### src/rtl/wllo_pkg.sv
package wllo_pkg;

   // Input sample width in bits, two's complement (8 to 32)
   localparam int SAMPLE_WIDTH = 16;

   // Configuration register indexes
   localparam int CSR_INDEX_W = 2;
   localparam logic [CSR_INDEX_W-1:0] CSR_WINDOW_LEVEL    = 2'd0;
   localparam logic [CSR_INDEX_W-1:0] CSR_WINDOW_WIDTH    = 2'd1;
   localparam logic [CSR_INDEX_W-1:0] CSR_OVERLAY_ENABLE  = 2'd2;
   localparam logic [CSR_INDEX_W-1:0] CSR_OVERLAY_OPACITY = 2'd3;
   localparam int CSR_DATA_W = 16;

   localparam int LEVEL_W   = 16;
   localparam int WIDTH_W   = 16;
   localparam int OPACITY_W = 9;
   localparam int CHAN_W    = 8;
   localparam int LABEL_W   = 8;

   // Full-scale opacity in Q8
   localparam logic [OPACITY_W-1:0] OPACITY_FULL = 9'd256;

   // Window arithmetic widths
   localparam int VAL_W = (SAMPLE_WIDTH > LEVEL_W) ? SAMPLE_WIDTH : LEVEL_W;
   localparam int N_W   = VAL_W + 3;          // 2*(v-L)+W, signed
   localparam int DEN_W = WIDTH_W + 1;        // 2*W
   localparam int QUO_W = CHAN_W;             // gray quotient bits
   localparam int NUM_W = DEN_W + QUO_W;      // 255*n + W < 256*2W

   // Overlay color: red, green, blue
   localparam int NUM_CHAN = 3;
   localparam logic [CHAN_W-1:0] OVERLAY_COLOR [NUM_CHAN] = '{8'd236, 8'd72, 8'd153};

   typedef struct packed {
      logic signed [SAMPLE_WIDTH-1:0] sample_value;
      logic [LABEL_W-1:0]             label_value;
   } req_type;

   typedef struct packed {
      logic [CHAN_W-1:0] red;
      logic [CHAN_W-1:0] green;
      logic [CHAN_W-1:0] blue;
   } rsp_type;

   // Per-pixel flags that ride along the divider
   typedef struct packed {
      logic labelled;
      logic sat_lo;
      logic sat_hi;
   } wllo_side_type;

   // One beat in the divider pipeline
   typedef struct packed {
      logic             valid;
      wllo_side_type    side;
      logic [NUM_W-1:0] rem;
      logic [QUO_W-1:0] quo;
   } wllo_div_beat_type;

endpackage

### src/rtl/wllo_window.sv
module wllo_window (
   input  logic                             clock,
   input  logic                             reset,
   input  logic                             in_valid,
   input  wllo_pkg::req_type                in_data,
   input  logic signed [wllo_pkg::LEVEL_W-1:0] window_level,
   input  logic [wllo_pkg::WIDTH_W-1:0]     width_eff,
   output wllo_pkg::wllo_div_beat_type      out_beat
);
   import wllo_pkg::*;

   logic                    valid1_ff;
   logic signed [N_W-1:0]   n_ff, n_in;
   logic                    labelled_ff;
   logic signed [N_W-1:0]   v_ext, level_ext, width_ext, width2_ext;
   logic [DEN_W-1:0]        n_low;
   wllo_div_beat_type       beat_ff, beat_in;

   // Stage 1: offset the sample into n = 2*(v-L) + W
   always_comb begin
      v_ext     = N_W'(in_data.sample_value);
      level_ext = N_W'(window_level);
      width_ext = N_W'(signed'({1'b0, width_eff}));
      n_in      = ((v_ext - level_ext) <<< 1) + width_ext;
   end

   always_ff @(posedge clock) begin
      if (reset) begin
         valid1_ff <= 1'b0;
      end else begin
         valid1_ff <= in_valid;
      end
      n_ff        <= n_in;
      labelled_ff <= (in_data.label_value != '0);
   end

   // Stage 2: classify against the window and form the dividend 255*n + W
   always_comb begin
      width2_ext           = N_W'(signed'({1'b0, width_eff, 1'b0}));
      n_low                = n_ff[DEN_W-1:0];
      beat_in.valid        = valid1_ff;
      beat_in.side.labelled = labelled_ff;
      beat_in.side.sat_lo  = n_ff[N_W-1] || (n_ff == '0);
      beat_in.side.sat_hi  = (n_ff >= width2_ext);
      beat_in.rem          = {n_low, {QUO_W{1'b0}}} - NUM_W'(n_low) + NUM_W'(width_eff);
      beat_in.quo          = '0;
   end

   always_ff @(posedge clock) begin
      if (reset) begin
         beat_ff.valid <= 1'b0;
      end else begin
         beat_ff.valid <= beat_in.valid;
      end
      beat_ff.side <= beat_in.side;
      beat_ff.rem  <= beat_in.rem;
      beat_ff.quo  <= beat_in.quo;
   end

   assign out_beat = beat_ff;

endmodule

### src/rtl/wllo_div_stage.sv
module wllo_div_stage #(
   parameter int SHIFT = 0
) (
   input  logic                          clock,
   input  logic                          reset,
   input  logic [wllo_pkg::DEN_W-1:0]    den,
   input  wllo_pkg::wllo_div_beat_type   in_beat,
   output wllo_pkg::wllo_div_beat_type   out_beat
);
   import wllo_pkg::*;

   logic [NUM_W-1:0]  trial;
   wllo_div_beat_type beat_ff, beat_in;

   // Resolve one quotient bit: subtract the shifted divisor if it fits
   always_comb begin
      trial   = NUM_W'(den) << SHIFT;
      beat_in = in_beat;
      if (in_beat.rem >= trial) begin
         beat_in.rem        = in_beat.rem - trial;
         beat_in.quo[SHIFT] = 1'b1;
      end
   end

   always_ff @(posedge clock) begin
      if (reset) begin
         beat_ff.valid <= 1'b0;
      end else begin
         beat_ff.valid <= beat_in.valid;
      end
      beat_ff.side <= beat_in.side;
      beat_ff.rem  <= beat_in.rem;
      beat_ff.quo  <= beat_in.quo;
   end

   assign out_beat = beat_ff;

endmodule

### src/rtl/wllo_blend.sv
module wllo_blend (
   input  logic                             clock,
   input  logic                             reset,
   input  wllo_pkg::wllo_div_beat_type      in_beat,
   input  logic                             overlay_enable,
   input  logic [wllo_pkg::OPACITY_W-1:0]   opacity_eff,
   output logic                             out_valid,
   output wllo_pkg::rsp_type                out_data
);
   import wllo_pkg::*;

   localparam int PROD_W = CHAN_W + OPACITY_W;

   logic                  valid_a_ff, valid_b_ff, valid_c_ff;
   logic [CHAN_W-1:0]     gray_ff, gray_in;
   logic                  blend_a_ff;
   logic [CHAN_W-1:0]     gray_b_ff;
   logic                  blend_b_ff;
   logic [PROD_W-1:0]     gray_prod_ff, gray_prod_in;
   logic [PROD_W-1:0]     color_prod_ff [NUM_CHAN];
   logic [PROD_W-1:0]     color_prod_in [NUM_CHAN];
   logic [CHAN_W-1:0]     chan_in [NUM_CHAN];
   logic [PROD_W-1:0]     sum [NUM_CHAN];
   logic [OPACITY_W-1:0]  keep;
   rsp_type               data_ff;

   // Stage A: clamp to the window limits
   always_comb begin
      if (in_beat.side.sat_hi) begin
         gray_in = '1;
      end else if (in_beat.side.sat_lo) begin
         gray_in = '0;
      end else begin
         gray_in = in_beat.quo;
      end
   end

   always_ff @(posedge clock) begin
      if (reset) begin
         valid_a_ff <= 1'b0;
      end else begin
         valid_a_ff <= in_beat.valid;
      end
      gray_ff    <= gray_in;
      blend_a_ff <= in_beat.side.labelled & overlay_enable;
   end

   // Stage B: weight gray and overlay color by opacity
   always_comb begin
      keep         = OPACITY_FULL - opacity_eff;
      gray_prod_in = PROD_W'(gray_ff) * PROD_W'(keep);
      for (int c = 0; c < NUM_CHAN; c++) begin
         color_prod_in[c] = PROD_W'(OVERLAY_COLOR[c]) * PROD_W'(opacity_eff);
      end
   end

   always_ff @(posedge clock) begin
      if (reset) begin
         valid_b_ff <= 1'b0;
      end else begin
         valid_b_ff <= valid_a_ff;
      end
      gray_b_ff    <= gray_ff;
      blend_b_ff   <= blend_a_ff;
      gray_prod_ff <= gray_prod_in;
      for (int c = 0; c < NUM_CHAN; c++) begin
         color_prod_ff[c] <= color_prod_in[c];
      end
   end

   // Stage C: sum, round half up, drop to eight bits; unblended pixels keep the gray
   always_comb begin
      for (int c = 0; c < NUM_CHAN; c++) begin
         sum[c] = gray_prod_ff + color_prod_ff[c] + PROD_W'(128);
         if (blend_b_ff) begin
            chan_in[c] = sum[c][CHAN_W +: CHAN_W];
         end else begin
            chan_in[c] = gray_b_ff;
         end
      end
   end

   always_ff @(posedge clock) begin
      if (reset) begin
         valid_c_ff <= 1'b0;
      end else begin
         valid_c_ff <= valid_b_ff;
      end
      data_ff.red   <= chan_in[0];
      data_ff.green <= chan_in[1];
      data_ff.blue  <= chan_in[2];
   end

   assign out_valid = valid_c_ff;
   assign out_data  = data_ff;

endmodule

### src/rtl/window_level_label_overlay.sv
// Window/level gray shading with a label color overlay. One pixel is taken
// on every clock that start is high and busy is low; busy is a register that
// reset sets and that clears once reset is released. Each pixel returns as one rsp_valid beat,
// in order, at a sustained rate of one pixel per clock, after two window stages,
// eight restoring-divide stages (one gray bit each) and three blend stages.
// rsp_valid is a one-cycle strobe the receiver cannot hold off. Write the csr_
// registers only with no pixel in flight.
module window_level_label_overlay (
   input  logic                                  clock,
   input  logic                                  reset,
   input  logic                                  start,
   output logic                                  busy,
   input  wllo_pkg::req_type                     req_data,
   output logic                                  rsp_valid,
   output wllo_pkg::rsp_type                     rsp_data,
   input  logic                                  csr_we,
   input  logic [wllo_pkg::CSR_INDEX_W-1:0]      csr_index,
   input  logic [wllo_pkg::CSR_DATA_W-1:0]       csr_wdata
);
   import wllo_pkg::*;

   logic                        busy_ff;
   logic signed [LEVEL_W-1:0]   window_level_ff;
   logic [WIDTH_W-1:0]          window_width_ff;
   logic                        overlay_enable_ff;
   logic [OPACITY_W-1:0]        overlay_opacity_ff;
   logic [WIDTH_W-1:0]          width_eff;
   logic [DEN_W-1:0]            den;
   logic [OPACITY_W-1:0]        opacity_eff;
   wllo_div_beat_type           div_beat [QUO_W+1];

   // Hold off the first cycle after reset
   always_ff @(posedge clock) begin
      if (reset) begin
         busy_ff <= 1'b1;
      end else begin
         busy_ff <= 1'b0;
      end
   end

   assign busy = busy_ff;

   // Register writes
   always_ff @(posedge clock) begin
      if (reset) begin
         window_level_ff    <= 16'sd40;
         window_width_ff    <= 16'd400;
         overlay_enable_ff  <= 1'b1;
         overlay_opacity_ff <= 9'd128;
      end else if (csr_we) begin
         unique case (csr_index)
            CSR_WINDOW_LEVEL:    window_level_ff    <= signed'(csr_wdata[LEVEL_W-1:0]);
            CSR_WINDOW_WIDTH:    window_width_ff    <= csr_wdata[WIDTH_W-1:0];
            CSR_OVERLAY_ENABLE:  overlay_enable_ff  <= csr_wdata[0];
            CSR_OVERLAY_OPACITY: overlay_opacity_ff <= csr_wdata[OPACITY_W-1:0];
            default: ;
         endcase
      end
   end

   // Zero width acts as one; opacity saturates at fully opaque
   always_comb begin
      width_eff   = (window_width_ff == '0) ? WIDTH_W'(1) : window_width_ff;
      den         = {width_eff, 1'b0};
      opacity_eff = (overlay_opacity_ff > OPACITY_FULL) ? OPACITY_FULL : overlay_opacity_ff;
   end

   wllo_window u_window (
      .clock        (clock),
      .reset        (reset),
      .in_valid     (start & ~busy_ff),
      .in_data      (req_data),
      .window_level (window_level_ff),
      .width_eff    (width_eff),
      .out_beat     (div_beat[0])
   );

   // Divider chain, most significant quotient bit first
   for (genvar k = 0; k < QUO_W; k++) begin : g_div
      wllo_div_stage #(
         .SHIFT (QUO_W - 1 - k)
      ) u_div_stage (
         .clock    (clock),
         .reset    (reset),
         .den      (den),
         .in_beat  (div_beat[k]),
         .out_beat (div_beat[k+1])
      );
   end

   wllo_blend u_blend (
      .clock          (clock),
      .reset          (reset),
      .in_beat        (div_beat[QUO_W]),
      .overlay_enable (overlay_enable_ff),
      .opacity_eff    (opacity_eff),
      .out_valid      (rsp_valid),
      .out_data       (rsp_data)
   );

endmodule

### config.mk
export PLATFORM = sky130hd
export DESIGN_NAME = window_level_label_overlay
export DESIGN_NICKNAME = d
export VERILOG_FILES = /design/src/rtl/wllo_pkg.sv /design/src/rtl/wllo_window.sv /design/src/rtl/wllo_div_stage.sv /design/src/rtl/wllo_blend.sv /design/src/rtl/window_level_label_overlay.sv
export SDC_FILE = /design/constraint.sdc
export NUM_CORES = 1
export LEC_CHECK = 0
export BUFFER_PORTS_ARGS = -buffer_cell sky130_fd_sc_hd__buf_2
export CORE_MARGIN = 3
export CORE_UTILIZATION = 48
export DETAILED_ROUTE_END_ITERATION = 7
export PLACE_DENSITY = 0.68
export SLEW_MARGIN = 0
export SYNTH_ARGS = -nofsm -noshare
export SYNTH_HDL_FRONTEND = slang
export SYNTH_HIERARCHICAL = 1
export SYNTH_SLANG_ARGS = --single-unit
### constraint.sdc
create_clock -name clock -period 7.7 [get_ports clock]
set_input_delay 1.925 -clock clock [delete_from_list [all_inputs] [get_ports clock]]
set_output_delay 1.925 -clock clock [all_outputs]
set_load 0.02 [all_outputs]
==> metrics.md <==
| Metric | Value |
|---|---|
| Fin crit period | `6407 ps` |
| Antenna diode count | `0` |
| DP HPWL | `around 56000 um` |
| Vias in the first global route | `22420` |
| Final Max Tran Viols | `0` |
| RSZ-0062 raised after global routing | `false` |
| Clk Tree Root Cell | `clkbuf_16` |
| Setup violations, final | `0` |
| Clk slew on worst S/H paths | `around 60 ps` |
| Skew-Pair Late Insertion Delay | `about 600 ps` |
| Layout cells sized above 1 | `0.1054` |
| Number of buffers created by CTS | `51` |
| Antenna viol nets, final | `0` |
| Fin nets | `~4000` |
| Initial core utilization | `0.4872` |
| Global-route wire length before repair | `118300 um` |
| Setup TNS | `0 ps` |
| DR vias/cell | `between 5 and 6` |
| Die Ht | `roughly 260 um` |
| DR vias | `23450` |
| CTS max path bufs | `3` |
| Area growth from synthesis to layout | `9.588%` |
| Required @ worst endpoint | `8220 ps` |
| Post-Syn Area | `0.03090 sq mm` |
| Crit Path Category | `flop to flop` |
| Routed WL | `73280 um` |
| Gr ovfl total | `0` |
| CP peak stage delay | `820 ps` |
| Total number of yosys warnings | `6` |
| Detailed Route Iter0 Violations | `about 1400` |
| Worst setup margin | `around 1300 ps` |
| Setup Fix Bufs, Post-CTS | `0` |
| Total GRT Usage | `0.2164` |
| FMAX | `156.1 MHz` |
| TritonRoute pass-1 iters | `6` |
| Number of port buffers | `71` |
| Initial antenna violation count | `4` |
| Top Ports | `72` |
| Drt wl/cell | `16.85 um` |
| Syn avg cell area | `9.092 sq um` |
| Final hold vios | `0` |
| Crit-path cells | `nor2b_1 -> inv_1 -> ha_1 -> nor2b_1 -> xnor2_1 -> and2_1 -> fa_1 -> fa_1 -> fa_1 -> inv_1 -> fa_1 -> inv_1 -> ha_1 -> or2_2 -> o31a_1 -> a311o_1 -> a21oi_1 -> xnor2_1` |
| Outcome | `complete, no violations` |
| Worst-Margin Slew | `1066 ps` |
| H-Tree Depth | `2` |
| Pleak | `15.51 nW` |
| Data arrival, critical path | `6930 ps` |
| HP Class | `flop to flop` |
| Clock Sinks | `463` |
| Endpoint class of the critical path | `flop` |
| Post_cts resized | `0` |
| Place WS | `1320 ps` |
| Max cap viols | `0` |
| Highest fanout seen on the critical path | `19` |
| PwrDens | `440.4 mW/mm^2` |
| GP Congestion | `0.9229` |
| Period utilization | `0.8321` |
| Worst Clk Skew | `approximately 31 ps` |
| DIE AREA | `0.06746 sq mm` |
| Post-CTS Hold Fix Bufs | `0` |
| Worst vdd ir | `252.3 uV` |
| Max_slew headroom | `0.2886` |
| Pin count of the biggest net entering global routing | `57` |
| Crit-path slowest cell | `nor2b_1` |
| Core Region | `around 0.063 sq mm` |
| DRC | `0` |
| Row cnt | `92` |
| Width of the chip | `259.7 um` |
| CP Launch Type | `flop` |
| CTS tree | `done` |
| Cell mode on critical path | `fa_1` |
| Cells after Synth | `3399` |
stage by stage:
step | util | hold WS (ps) | instances | instance area [sq um] | total power, mW
finish | 0.5339 | 294.0 | 4348 | 33870 | 14.91
global route | 0.5339 | 293.9 | 4348 | 33870 | 16.17
CTS | 0.5339 | 294.2 | 4348 | 33870 | 14.94
detailed placement | 0.5037 | 312.1 | 4253 | 31950 | 12.10
global placement | 0.5037 | 309.7 | 4253 | 31950 | 12.04
floorplan | - | 309.6 | 3413 | 30950 | 10.32
sequential cells by signal (all words and copies together) (netlist names), 8 cells and up:
| name | cells |
|---|---|
| u_blend/out_data | 24 |
| u_blend/gray_prod_ff | 16 |
| overlay_opacity_ff | 9 |
| window_width_ff | 16 |
| window_level_ff | 16 |
| u_blend/color_prod_ff | 38 |
| u_window/out_beat | 29 |
| u_blend/gray_b_ff | 8 |
| g_div.u_div_stage/out_beat | 271 |
| u_blend/gray_ff | 8 |
| u_window/n_ff | 19 |
area by class of cell:
| class | instances | area, sq um |
|---|---|---|
| sequential | 463 | 9269 |
| clock buffer | 55 | 1321 |
| timing repair buffer | 97 | 550.5 |
| clock inverter | 40 | 598.1 |
| tap | 846 | 1059 |
| fill | 5797 | 29560 |
| inverter | 381 | 1430 |
| multi-input combinational | 2466 | 19640 |
critical path, delay by kind of cell (launching register included):
kind            cells  cell delay (ps)
xor+xnor            2              700
buf+inv             3              240
compound gates      3              680
simple gates        4             1510
flops               1              580
fa+ha+maj           6             2600
placed cells by master, fill, tap and decap left out, types with 17 or more instances in the layout:
master	count
dfxtp_1	463
ha_1	402
inv_1	381
nand2_1	254
a21oi_1	240
nor2_1	190
xnor2_1	136
a21o_1	106
o21ai_0	106
fa_1	90
xor2_1	74
buf_2	71
nor2b_1	62
and2_1	58
nand3_1	57
clkbuf_16	51
nor3_1	40
nand4_1	40
o21a_1	36
mux2_2	35
and3_1	34
nand2b_1	30
a211oi_1	26
buf_4	26
nor4_1	21
o21bai_1	21
mux2_4	17
o211ai_1	17
routing by layer:
metal,part of all wire,vias to the layer above,global-route usage
met5,0.00018,-,0
met1,0.45,10970,0.2824
met4,0.026,2,0.06400
met2,0.48,460,0.3760
met3,0.040,104,0.02444
li1,-,11920,-
where the power goes:
part	internal (mW)	leakage [nW]	switching, mW
Sequential	3.28	3.86	0.584
Clock	1.70	0.926	1.04
Combinational	3.75	10.7	4.56
worst paths after layout:
check                                                       start                           endpoint  slack (ps)  cells past startpoint
worst max-delay path                        overlay_opacity_ff[8]           u_blend/gray_prod_ff[14]        1290                     18
worst min register to register  g_div[2].u_div_stage/out_beat[33]  g_div[3].u_div_stage/out_beat[33]         290                      0
worst max register to register              overlay_opacity_ff[8]           u_blend/gray_prod_ff[14]        1290                     18
worst min-delay path            g_div[2].u_div_stage/out_beat[33]  g_div[3].u_div_stage/out_beat[33]         290                      0
Power figures use the tool's default switching activity.
